$ cat config.mk
export PLATFORM = sky130hd
export DESIGN_NAME = scalar_kalman_smoother_unit
export DESIGN_NICKNAME = d
export VERILOG_FILES = /design/src/rtl/core/skf_pkg.sv /design/src/rtl/core/skf_regs.sv /design/src/rtl/core/skf_div.sv /design/src/rtl/core/skf_mul.sv /design/src/rtl/core/scalar_kalman_smoother_unit.sv
export SDC_FILE = /design/constraint.sdc
export NUM_CORES = 2
export LEC_CHECK = 0
export ABC_AREA = 1
export CAP_MARGIN = 10
export CORE_MARGIN = 3
export CORE_UTILIZATION = 60
export DETAILED_ROUTE_END_ITERATION = 6
export DONT_BUFFER_PORTS = 1
export PLACE_DENSITY = 0.79
export RECOVER_POWER = 50
export SYNTH_ARGS = -nofsm -noshare
export SYNTH_HDL_FRONTEND = slang
export SYNTH_SLANG_ARGS = --single-unit
export TNS_END_PERCENT = 50
$ cat constraint.sdc
create_clock -name i_clk -period 7.2 [get_ports i_clk]
set_input_delay 0.72 -clock i_clk [delete_from_list [all_inputs] [get_ports i_clk]]
set_output_delay 0.72 -clock i_clk [all_outputs]
set_load 0.03 [all_outputs]
$ cat src/rtl/core/skf_pkg.sv
// Shared types and constants of the scalar Kalman smoother.
package skf_pkg;

    localparam int unsigned SAMPLE_W = 17;
    localparam int unsigned EST_W    = 33;
    localparam int unsigned LAST_W   = 34;
    localparam int unsigned GAIN_W   = 17;
    localparam int unsigned ERR_W    = 32;
    localparam int unsigned NOISE_W  = 16;
    localparam int unsigned MUL_A_W  = 34;
    localparam int unsigned MUL_B_W  = 17;
    localparam int unsigned MUL_P_W  = MUL_A_W + MUL_B_W;
    localparam int unsigned DIV_D_W  = 33;
    localparam int unsigned DIV_R_W  = DIV_D_W + 1;
    localparam int unsigned DIV_CNT_W = 5;
    localparam int unsigned ACC_W    = 52;
    localparam int unsigned ADDR_W   = 4;

    localparam logic [ERR_W-1:0]   ERR_RESET   = 32'd131072;
    localparam logic [NOISE_W-1:0] NOISE_RESET = 16'd655;
    localparam logic [GAIN_W-1:0]  GAIN_ONE    = 17'h10000;
    localparam logic [ACC_W-1:0]   HALF_Q16    = 52'd32768;

    typedef enum logic [1:0] {
        REG_MEAS_ERR   = 2'd0,
        REG_INIT_ERR   = 2'd1,
        REG_PROC_NOISE = 2'd2
    } t_reg_addr;

    typedef enum logic [2:0] {
        S_IDLE,
        S_DIV,
        S_MUL_STEP,
        S_MUL_ERR,
        S_MUL_NOISE,
        S_FIN
    } t_state;

    typedef struct packed {
        logic [ERR_W-1:0]   meas_err;
        logic [NOISE_W-1:0] proc_noise;
        logic               err_load;
        logic [ERR_W-1:0]   err_load_value;
    } t_cfg;

endpackage

$ cat src/rtl/core/skf_regs.sv
// APB register file of the scalar Kalman smoother.
module skf_regs
    import skf_pkg::*;
(
    input  logic              i_clk,
    input  logic              i_rst_n,
    input  logic              psel,
    input  logic              penable,
    input  logic              pwrite,
    input  logic [ADDR_W-1:0] paddr,
    input  logic [31:0]       pwdata,
    output logic [31:0]       prdata,
    output logic              pready,
    output t_cfg              o_cfg
);

    logic [ERR_W-1:0]   r_meas_err;
    logic [ERR_W-1:0]   r_init_err;
    logic [NOISE_W-1:0] r_proc_noise;
    logic               w_wr;
    t_reg_addr          w_addr;

    assign pready = 1'b1;
    assign w_wr   = psel && penable && pwrite;
    assign w_addr = t_reg_addr'(paddr[3:2]);

    always_ff @(posedge i_clk) begin
        if (!i_rst_n) begin
            r_meas_err   <= ERR_RESET;
            r_init_err   <= ERR_RESET;
            r_proc_noise <= NOISE_RESET;
        end else if (w_wr) begin
            case (w_addr)
                REG_MEAS_ERR:   r_meas_err   <= pwdata;
                REG_INIT_ERR:   r_init_err   <= pwdata;
                REG_PROC_NOISE: r_proc_noise <= pwdata[NOISE_W-1:0];
                default: ;
            endcase
        end
    end

    always_comb begin
        case (w_addr)
            REG_MEAS_ERR:   prdata = r_meas_err;
            REG_INIT_ERR:   prdata = r_init_err;
            REG_PROC_NOISE: prdata = {16'd0, r_proc_noise};
            default:        prdata = 32'd0;
        endcase
    end

    // error state reloads together with the initial-error register
    assign o_cfg.meas_err       = r_meas_err;
    assign o_cfg.proc_noise     = r_proc_noise;
    assign o_cfg.err_load       = w_wr && (w_addr == REG_INIT_ERR);
    assign o_cfg.err_load_value = pwdata;

endmodule

$ cat src/rtl/core/skf_div.sv
// Restoring divider, one quotient bit per cycle.
module skf_div
    import skf_pkg::*;
(
    input  logic               i_clk,
    input  logic               i_rst_n,
    input  logic               i_start,
    input  logic [DIV_R_W-1:0] i_rem_init,
    input  logic [GAIN_W-1:0]  i_bits,
    input  logic [DIV_D_W-1:0] i_divisor,
    output logic               o_done,
    output logic [GAIN_W-1:0]  o_quot
);

    logic [DIV_R_W-1:0]   r_rem;
    logic [GAIN_W-1:0]    r_bits;
    logic [GAIN_W-1:0]    r_quot;
    logic [DIV_D_W-1:0]   r_divisor;
    logic [DIV_CNT_W-1:0] r_cnt;
    logic                 r_busy;
    logic                 r_done;
    logic [DIV_R_W-1:0]   w_trial;
    logic                 w_fit;

    assign w_trial = {r_rem[DIV_R_W-2:0], r_bits[GAIN_W-1]};
    assign w_fit   = w_trial >= {1'b0, r_divisor};

    always_ff @(posedge i_clk) begin
        if (!i_rst_n) begin
            r_busy <= 1'b0;
            r_done <= 1'b0;
            r_cnt  <= '0;
        end else begin
            r_done <= 1'b0;
            if (i_start) begin
                r_busy <= 1'b1;
                r_cnt  <= '0;
            end else if (r_busy) begin
                r_cnt <= r_cnt + 1'b1;
                if (r_cnt == DIV_CNT_W'(GAIN_W - 1)) begin
                    r_busy <= 1'b0;
                    r_done <= 1'b1;
                end
            end
        end
    end

    always_ff @(posedge i_clk) begin
        if (i_start) begin
            r_rem     <= i_rem_init;
            r_bits    <= i_bits;
            r_divisor <= i_divisor;
        end else if (r_busy) begin
            r_rem  <= w_fit ? (w_trial - {1'b0, r_divisor}) : w_trial;
            r_bits <= {r_bits[GAIN_W-2:0], 1'b0};
            r_quot <= {r_quot[GAIN_W-2:0], w_fit};
        end
    end

    assign o_done = r_done;
    assign o_quot = r_quot;

endmodule

$ cat src/rtl/core/skf_mul.sv
// Shared unsigned multiplier with registered product.
module skf_mul
    import skf_pkg::*;
(
    input  logic               i_clk,
    input  logic               i_en,
    input  logic [MUL_A_W-1:0] i_a,
    input  logic [MUL_B_W-1:0] i_b,
    output logic [MUL_P_W-1:0] o_p
);

    logic [MUL_P_W-1:0] r_p;

    always_ff @(posedge i_clk) begin
        if (i_en) begin
            r_p <= {{MUL_B_W{1'b0}}, i_a} * {{MUL_A_W{1'b0}}, i_b};
        end
    end

    assign o_p = r_p;

endmodule

$ cat src/rtl/core/scalar_kalman_smoother_unit.sv
// Top level of the scalar Kalman smoother: sequencer, state and stream ports.
//
//  channel  | direction | handshake                 | payload
//  ---------+-----------+---------------------------+----------------------------------------
//  s_*      | in        | s_tvalid / s_tready       | s_tdata: measurement [16:0]
//  m_*      | out       | m_tvalid / m_tready       | m_tdata: estimate [32:0], gain [49:33]
//  APB      | in        | psel, penable, pready=1   | paddr, pwdata (write), prdata (read)
//
// A word goes from acceptance to the result register through these steps: the divider for the
// gain, one to latch it, three issues of the single 34x17 multiplier (step, error decay, noise
// term) and one to sum the error terms and load the result.
// s_tready is high only while idle, so a new word is taken only after the last one has been loaded.
// A result that is not taken holds the sequencer in its final step until m_tready.
// Reset (synchronous, active low) restores the registers, zeroes the estimate, error 2.0.
module scalar_kalman_smoother_unit
    import skf_pkg::*;
(
    input  logic              i_clk,
    input  logic              i_rst_n,
    // input stream
    input  logic              s_tvalid,
    output logic              s_tready,
    input  logic [23:0]       s_tdata,   // [16:0] measurement, [23:17] zero
    // output stream
    output logic              m_tvalid,
    input  logic              m_tready,
    output logic [55:0]       m_tdata,   // [32:0] estimate, [49:33] gain, [55:50] zero
    // configuration
    input  logic              psel,
    input  logic              penable,
    input  logic              pwrite,
    input  logic [ADDR_W-1:0] paddr,
    input  logic [31:0]       pwdata,
    output logic [31:0]       prdata,
    output logic              pready
);

    t_state               r_state;
    t_state               n_state;
    t_cfg                 w_cfg;

    logic [LAST_W-1:0]    r_last;
    logic [ERR_W-1:0]     r_err;
    logic [LAST_W-1:0]    r_mag;
    logic                 r_neg;
    logic                 r_sum_zero;
    logic [GAIN_W-1:0]    r_gain;
    logic [LAST_W-1:0]    r_step;
    logic [ACC_W-1:0]     r_acc;
    logic                 r_m_tvalid;
    logic [EST_W-1:0]     r_est_out;
    logic [GAIN_W-1:0]    r_gain_out;

    logic                 w_accept;
    logic                 w_div_start;
    logic                 w_div_done;
    logic [GAIN_W-1:0]    w_quot;
    logic [DIV_D_W-1:0]   w_sum;
    logic [LAST_W:0]      w_target;
    logic [LAST_W:0]      w_diff;
    logic [LAST_W:0]      w_diff_neg;
    logic                 w_mul_en;
    logic [MUL_A_W-1:0]   w_mul_a;
    logic [MUL_B_W-1:0]   w_mul_b;
    logic [MUL_P_W-1:0]   w_prod;
    logic [ACC_W-1:0]     w_step_sum;
    logic [ACC_W-1:0]     w_acc_total;
    logic [ERR_W-1:0]     w_err_next;
    logic [LAST_W:0]      w_next;
    logic                 w_finish;

    skf_regs u_regs (
        .i_clk   (i_clk),
        .i_rst_n (i_rst_n),
        .psel    (psel),
        .penable (penable),
        .pwrite  (pwrite),
        .paddr   (paddr),
        .pwdata  (pwdata),
        .prdata  (prdata),
        .pready  (pready),
        .o_cfg   (w_cfg)
    );

    // gain = floor(E * 2^16 / (E + M)); the quotient never exceeds 2^16, so the
    // division starts from E >> 1 and only the last 17 dividend bits are shifted in
    assign w_sum = {1'b0, r_err} + {1'b0, w_cfg.meas_err};

    skf_div u_div (
        .i_clk      (i_clk),
        .i_rst_n    (i_rst_n),
        .i_start    (w_div_start),
        .i_rem_init ({3'b000, r_err[ERR_W-1:1]}),
        .i_bits     ({r_err[0], 16'd0}),
        .i_divisor  (w_sum),
        .o_done     (w_div_done),
        .o_quot     (w_quot)
    );

    skf_mul u_mul (
        .i_clk (i_clk),
        .i_en  (w_mul_en),
        .i_a   (w_mul_a),
        .i_b   (w_mul_b),
        .o_p   (w_prod)
    );

    assign w_accept    = s_tvalid && s_tready;
    assign w_div_start = w_accept;

    // sample as Q17.16, against the previous estimate
    assign w_target   = {{2{s_tdata[SAMPLE_W-1]}}, s_tdata[SAMPLE_W-1:0], 16'd0};
    assign w_diff     = w_target - {r_last[LAST_W-1], r_last};
    assign w_diff_neg = -w_diff;

    // step = round(|diff| * gain / 2^16), half away from zero on the magnitude
    assign w_step_sum  = {1'b0, w_prod} + HALF_Q16;
    assign w_acc_total = r_acc + {1'b0, w_prod};
    assign w_err_next  = (w_acc_total[ACC_W-1:48] != 4'd0) ? {ERR_W{1'b1}}
                                                          : w_acc_total[47:16];
    assign w_next      = r_neg ? ({r_last[LAST_W-1], r_last} - {1'b0, r_step})
                               : ({r_last[LAST_W-1], r_last} + {1'b0, r_step});
    assign w_finish    = (r_state == S_FIN) && (!r_m_tvalid || m_tready);

    always_ff @(posedge i_clk) begin
        if (!i_rst_n) begin
            r_state <= S_IDLE;
        end else begin
            r_state <= n_state;
        end
    end

    // sequencer: pick the multiplier operands for each step
    always_comb begin
        n_state  = r_state;
        s_tready = 1'b0;
        w_mul_en = 1'b0;
        w_mul_a  = r_mag;
        w_mul_b  = r_gain;
        case (r_state)
            S_IDLE: begin
                s_tready = 1'b1;
                if (s_tvalid) n_state = S_DIV;
            end
            S_DIV: begin
                if (w_div_done) n_state = S_MUL_STEP;
            end
            S_MUL_STEP: begin
                w_mul_en = 1'b1;
                n_state  = S_MUL_ERR;
            end
            S_MUL_ERR: begin
                w_mul_en = 1'b1;
                w_mul_a  = {2'b00, r_err};
                w_mul_b  = GAIN_ONE - r_gain;
                n_state  = S_MUL_NOISE;
            end
            S_MUL_NOISE: begin
                w_mul_en = 1'b1;
                w_mul_a  = r_step;
                w_mul_b  = {1'b0, w_cfg.proc_noise};
                n_state  = S_FIN;
            end
            S_FIN: begin
                if (w_finish) n_state = S_IDLE;
            end
            default: n_state = S_IDLE;
        endcase
    end

    // filter state and output valid
    always_ff @(posedge i_clk) begin
        if (!i_rst_n) begin
            r_last     <= '0;
            r_err      <= ERR_RESET;
            r_m_tvalid <= 1'b0;
        end else if (w_finish) begin
            r_last     <= w_next[LAST_W-1:0];
            r_err      <= w_err_next;
            r_m_tvalid <= 1'b1;
        end else begin
            if (m_tready) r_m_tvalid <= 1'b0;
            if (w_cfg.err_load) begin
                r_err <= w_cfg.err_load_value;
            end
        end
    end

    // working registers of the current word
    always_ff @(posedge i_clk) begin
        if (w_accept) begin
            r_neg      <= w_diff[LAST_W];
            r_mag      <= w_diff[LAST_W] ? w_diff_neg[LAST_W-1:0] : w_diff[LAST_W-1:0];
            r_sum_zero <= (w_sum == '0);
        end
        if ((r_state == S_DIV) && w_div_done) begin
            // both errors zero: hold the estimate, gain zero
            r_gain <= r_sum_zero ? '0 : w_quot;
        end
        if (r_state == S_MUL_ERR) begin
            r_step <= w_step_sum[49:16];
        end
        if (r_state == S_MUL_NOISE) begin
            r_acc <= {1'b0, w_prod} + HALF_Q16;
        end
        if (w_finish) begin
            r_est_out  <= w_next[EST_W-1:0];
            r_gain_out <= r_gain;
        end
    end

    assign m_tvalid = r_m_tvalid;
    assign m_tdata  = {6'd0, r_gain_out, r_est_out};

    a_one_in_flight: assert property (@(posedge i_clk) disable iff (!i_rst_n)
        (s_tvalid && s_tready) |=> !s_tready)
        else $error("input taken while a word is in flight");

    a_gain_range: assert property (@(posedge i_clk) disable iff (!i_rst_n)
        m_tvalid |-> (m_tdata[49:33] <= GAIN_ONE))
        else $error("gain above one");

    a_div_done_in_div: assert property (@(posedge i_clk) disable iff (!i_rst_n)
        (r_state != S_DIV) |-> !w_div_done)
        else $error("divider finished outside its step");

    a_result_from_fin: assert property (@(posedge i_clk) disable iff (!i_rst_n)
        $rose(m_tvalid) |-> $past(r_state == S_FIN))
        else $error("result raised outside the final step");

endmodule

# Word-level counts from Yosys, hierarchy flattened

Index checks and enable logic that the tools add are counted.

Register bits: 481
Input bits: 67
Output and inout port bits: 91
Logic and storage cells: 98

Add/sub/neg operators: 10
Multiply operators: 1
Magnitude comparators: 1
Eq/ne operators: 11
Muxes and demuxes: 25
Bitwise operators: 3
Reduce and logical (&&, ||, !) cells: 23

Operators with widths:

| kind                                                             | count |
|---|---|
| 32-bit two-way mux                                               | 3 |
| 32-bit case mux with 3 select lines                              | 1 |
| 34-bit two-way mux                                               | 2 |
| 34-bit case mux with 2 select lines                              | 1 |
| 31-bit two-way mux                                               | 2 |
| 51-bit by 16-bit adder with 52-bit output, second input constant | 1 |
| 52-bit by 51-bit adder with 52-bit output                        | 1 |
| 34-bit by 17-bit multiplier with 51-bit output                   | 1 |
| 33-bit by 34-bit subtractor with 35-bit output                   | 1 |
| 34-bit adder                                                     | 1 |
| 34-bit by 33-bit greater-or-equal comparator with 1-bit output   | 1 |
| 17-bit two-way mux                                               | 2 |
| 34-bit negation                                                  | 1 |
| 17-bit case mux with 2 select lines                              | 1 |
| 34-bit subtractor                                                | 1 |
| 32-bit by 32-bit adder with 33-bit output                        | 1 |
| 33-bit zero test                                                 | 1 |
| 33-bit two-way mux                                               | 1 |
| 33-bit subtractor                                                | 1 |
| 3-bit case mux with 6 select lines                               | 1 |
| 17-bit subtractor, first input constant                          | 1 |
| 3-bit two-way mux                                                | 3 |
| 1-bit two-way mux                                                | 8 |
| 2-bit AND reduction                                              | 4 |
| 20 further kinds                                                 | 33 |

# Longest topological paths before layout

Word-level depth: 5
Depth in mapped cells: 40
Mapped depth without buffers: 40

# By module

Synthesis repeated with hierarchy kept, for this count alone.

Cell total of the unflattened synthesis: 7,882
Area total of the unflattened synthesis: 55,879.8 µm²

By module, submodules not included:

| module                      | times used | cells each | area each (µm²) | seq. area each (µm²) |
|---|---|---|---|---|
| scalar_kalman_smoother_unit | 1          | 3,382      | 22,899.5        | 7,076.8 |
| skf_mul                     | 1          | 2,944      | 21,808.4        | 1,531.5 |
| skf_div                     | 1          | 966        | 7,185.6         | 3,143.0 |
| skf_regs                    | 1          | 590        | 3,986.3         | 1,601.5 |

# Worst setup path before layout

No wires, ideal clock.

Path type: reg-to-reg
Start point: reg r_state[0]
End point: reg u_mul.r_p[47], in the netlist u_mul.o_p[47] (data pin)
Library setup time: 259 ps
Arrival: 7,113 ps
Data required time: 6,941 ps
Path slack: -172 ps
Cell stages (with the launch flop): 34
Buffers on the path: 3
Period minus slack after synthesis: 7,372 ps
Path through: dfxtp_1 -> nor2_1 -> inv_2 -> nor2_2 -> buf_2 -> buf_2 -> nand2_1 -> nand2_1 -> inv_1 -> o21ai_1 -> buf_2 -> nand2_1 -> fa_1 -> inv_1 -> fa_1 -> inv_1 -> fa_1 -> inv_1 -> fa_1 -> fa_1 -> inv_1 -> fa_1 -> inv_1 -> ha_1 -> nand2_1 -> nor2_1 -> and2_1 -> and3_1 -> a21oi_1 -> o21ai_0 -> a21oi_1 -> o21ai_0 -> nand2_1 -> nand2_1

Longest elaborated chain between the ends: 3
Elaborated cells on any way between the ends: 5
Classes of those cells: mul: 1; eq/ne: 2; mux: 2

RTL lines:

| element                                                                                    | line                               | source |
|---|---|---|
| start, declared                                                                            | scalar_kalman_smoother_unit.sv:38  | `t_state r_state;` |
| start signal, assigned                                                                     | scalar_kalman_smoother_unit.sv:129 | `r_state <= n_state;` |
| 3-bit equality test or 3-bit by 2-bit equality test with 1-bit output (tied branches)      | scalar_kalman_smoother_unit.sv:140 | `case (r_state)` |
| 34-bit case mux with 2 select lines or 17-bit case mux with 2 select lines (tied branches) | scalar_kalman_smoother_unit.sv:140 |  |
| 34-bit by 17-bit multiplier with 51-bit output (*)                                         | skf_mul.sv:16                      | `r_p <= {{MUL_B_W{1'b0}}, i_a} * {{MUL_A_W{1'b0}}, i_b};` |
| end signal, assigned                                                                       | skf_mul.sv:16                      |  |
| end, declared                                                                              | skf_mul.sv:12                      | `logic [MUL_P_W-1:0] r_p;` |

Every way passes the cells marked *; elsewhere a longest branch is shown, timed or not.
A chain may end at the register's enable or synchronous reset.

# Worst setup path after layout

Start point: reg r_gain[0]
End point: reg u_mul.r_p[49], in the netlist u_mul.o_p[49] (data pin)

Longest elaborated chain between the ends: 3

RTL lines:

| element                                            | line                               | source |
|---|---|---|
| start, declared                                    | scalar_kalman_smoother_unit.sv:47  | `logic [GAIN_W-1:0] r_gain;` |
| start signal, assigned                             | scalar_kalman_smoother_unit.sv:198 | `r_gain <= r_sum_zero ? '0 : w_quot;` |
| 17-bit subtractor                                  | scalar_kalman_smoother_unit.sv:155 | `w_mul_b = GAIN_ONE - r_gain;` |
| 17-bit case mux with 2 select lines (*)            | scalar_kalman_smoother_unit.sv:140 |  |
| 34-bit by 17-bit multiplier with 51-bit output (*) | skf_mul.sv:16                      |  |

Marked as above.

==> impl_metrics.env <==
export IMPL_outcome="finished, violations left"
export IMPL_violations_in_the_final_reports="negative setup slack"
export IMPL_critical_path_arrival_ps=7950
export IMPL_cts_root_to_sink_buffers=3
export IMPL_place_area_um2=55550
export IMPL_timing_worst_slew_pin_value_ps=966.8
export IMPL_max_slew_margin_pct=35.48
export IMPL_per_cell_via_count_in_the_routed_design=5.792
export IMPL_yosysTopAreaCell="sky130_fd_sc_hd__edfxtp_1"
export IMPL_min_period_over_period_pct=105.5
export IMPL_final_hold_viol_count=0
export IMPL_pin_count_of_the_biggest_net_entering_global_routing=71
export IMPL_synth_edf_count=322
export IMPL_vias_in_the_first_global_route=46640
export IMPL_worstSetupPathType="register to register"
export IMPL_drc_errors=0
export IMPL_total_global_route_track_usage_pct=37.48
export IMPL_cts_hold_repair_buffers=0
export IMPL_route_final_wire_length_mm=175.4
export IMPL_synth_area_um2=50910
export IMPL_ys_top_cells_by_count="sky130_fd_sc_hd__nand2_1, sky130_fd_sc_hd__inv_1, sky130_fd_sc_hd__nor2_1, sky130_fd_sc_hd__fa_1, sky130_fd_sc_hd__a21oi_1"
export IMPL_synthCells=6716
export IMPL_chipWidth_um=297.3
export IMPL_overflow=0
export IMPL_number_of_antenna_violations_at_the_first_check_in_global_routing=3
export IMPL_cts_sinks=481
export IMPL_cts_reportedPaths_clkPinSlew_ps=60
export IMPL_critical_path_max_stage_delay_ps=550
export IMPL_synth_yosys_seq_area_share_pct=25.25
export IMPL_worstSetupStartpointType="register"
export IMPL_global_route_wire_length_before_repair_mm=259.2
export IMPL_clock_fmax_mhz=131.6
export IMPL_buffer_ports_inserted=0
export IMPL_synth_yosys_warnings=0
export IMPL_floorplan_core_area_um2=83820
export IMPL_design_portCount=158
export IMPL_worstPathRequired_ps=7550
export IMPL_master_of_the_slowest_instance_on_the_critical_path="sky130_fd_sc_hd__fa_1"
export IMPL_dpl_cell_count=8147
export IMPL_layoutNonFillerInstCount=8314
export IMPL_finalSetupViolCount=28
export IMPL_number_of_distinct_library_cells_after_synthesis=66
export IMPL_netlist_area_leader_share_pct=18.99
export IMPL_place_detailed_hpwl_mm=138.7
export IMPL_gp_routability_congestion=1.007
export IMPL_start_util_pct=60.73
export IMPL_crit_path_max_fanout=6
export IMPL_drt_pass1_iterations=6
export IMPL_final_worst_setup_slack_ps=-396.2
export IMPL_grt_setup_unrepaired="yes"
export IMPL_rows=106
export IMPL_final_layout_size_suffix_gt1_share_pct=14.56
export IMPL_synth_seq_cells=481
export IMPL_post_synth_top_count_cell="sky130_fd_sc_hd__nand2_1"
export IMPL_worstSkewPairLatency_ps=620
export IMPL_drt_iter0_drc=5077
export IMPL_synthesis_area_per_instance_um2=7.580
export IMPL_end_kind="register"
export IMPL_final_antenna_net_count=0
export IMPL_finalMaxSlewViolations=0
export IMPL_maxCapViolations=0
export IMPL_min_path_type="input port to register"
export IMPL_detail_route_wl_per_cell_um=21.10
export IMPL_tritoncts_num_buffers=52
export IMPL_cp_common_cell="sky130_fd_sc_hd__nand2_2"
export IMPL_ys_flop_type="sky130_fd_sc_hd__edfxtp_1"
export IMPL_post_synthesis_to_final_layout_area_growth_pct=17.10
export IMPL_timing_final_crit_period_ps=7596
export IMPL_totalNegativeSetupSlack_ps=-7842
export IMPL_final_net_count=7984
export IMPL_die_area_um2=88380
export IMPL_final_area_um2=59610
export IMPL_post_synth_main_area_contributors="sky130_fd_sc_hd__edfxtp_1, sky130_fd_sc_hd__fa_1, sky130_fd_sc_hd__nand2_1"
export IMPL_h_tree_depth=2
export IMPL_async_flop_share_pct=0
export IMPL_die_h_um=297.3
export IMPL_total_via_count_after_detailed_routing=48160
export IMPL_clock_skew_ps=39.66
export IMPL_tritoncts="built"
export IMPL_cell_at_the_root_of_the_clock_tree="sky130_fd_sc_hd__clkbuf_16"
==> cell usage in the layout, fill, tap and decap left out, drive strengths merged, types with 3 or more instances in the layout <==
cell type  count
nor3          60
o21a          13
a22o          16
nand2       1557
o211ai        24
fa           482
a21o          20
o21bai        24
nand4         69
ha           298
o21ai        333
nor4          21
a31oi         36
buf          525
dfxtp        159
a211oi         4
a21boi         8
a21oi        468
and3           3
nand3b         7
conb           7
edfxtp       322
clkinv        23
clkbuf        77
a221oi         4
o31ai          3
clkinvlp       3
xnor2         65
bufinv         6
inv         1320
nand3        271
xor2         154
or2           19
and2           8
nor2         740
o22ai         16
==> stage by stage <==
step                hold slack [ps]  utilization (%)  setup WS, ps
finish                        240.3            71.12        -396.2
global route                  231.3            71.12        -632.3
CTS                           212.6            69.64        -209.4
detailed placement            438.3            66.28        -631.4
global placement              430.8            66.28        -459.7
floorplan                     426.4                -         87.39
==> timing repair <==
item / 4_1_cts / 5_1_grt
setup endpoints to repair: 29 / 37
gates resized for setup: 183 / 240
cloned: 1 / 4
setup buffers: 29 / 36
pin swaps: 97 / 158
==> cell families (layout without fill, tap and decap cells) <==
family                   Yosys count  in the layout  share of synthesized area, %
AND/OR/NAND/NOR                 2756           2757                         22.66
buffers and inverters           1498           1955                         11.39
AO/OA/AOI/OAI                    980            980                         10.63
adder cells (fa/ha/maj)          780            780                         26.28
flip-flops                       481            481                         25.25
XOR/XNOR                         219            219                         3.783
other                              2              8                       0.01475
==> sequential cells by signal, summed over array words and instances, names as in the netlist, 33 cells and up <==
signal and cells:
r_mag 34, r_step 34, r_last 34, r_est_out 33, u_div.r_rem 33, r_acc 52, u_mul.o_p 51, u_div.r_divisor 33
==> layout make-up <==
| type | instances | area (um^2) |
|---|---|---|
| Antenna cell | 1 | 2.502 |
| Fill cell | 6529 | 24210 |
| Clock inverter | 29 | 326.6 |
| Inverter | 1323 | 4994 |
| Sequential cell | 481 | 12850 |
| Timing Repair Buffer | 536 | 4770 |
| Clock buffer | 67 | 1463 |
| Tap cell | 1134 | 1419 |
| Multi-Input combinational cell | 4743 | 33790 |
==> critical path: cells and delay by family, from the launching register on <==
family          cells  cell delay [ps]
xor+xnor            1               60
buf+inv             8              910
flops               1              410
simple gates       19             2120
fa+ha+maj           8             3510
compound gates      2              310
==> layer usage <==
metal,routed length [um],GRT usage (%),up-vias
met1,66370,48.18,23100
met5,23,0,-
li1,-,-,21960
met2,80880,61.43,2493
met3,17210,7.568,601
met4,10930,16.94,4
==> final timing paths <==
| path | startpoint | end | slack (ps) | cells past startpoint |
|---|---|---|---|---|
| max | r_gain[0] | u_mul.o_p[49] | -400 | 38 |
| min | i_rst_n | u_regs.r_meas_err[27] | 240 | 2 |
| max reg2reg | r_gain[0] | u_mul.o_p[49] | -400 | 38 |
| min reg2reg | u_mul.o_p[4] | r_acc[4] | 430 | 0 |
Power is left out: the tool's default activity adds up to more than one toggle a clock period on the data nets, which glitch-free logic cannot reach.
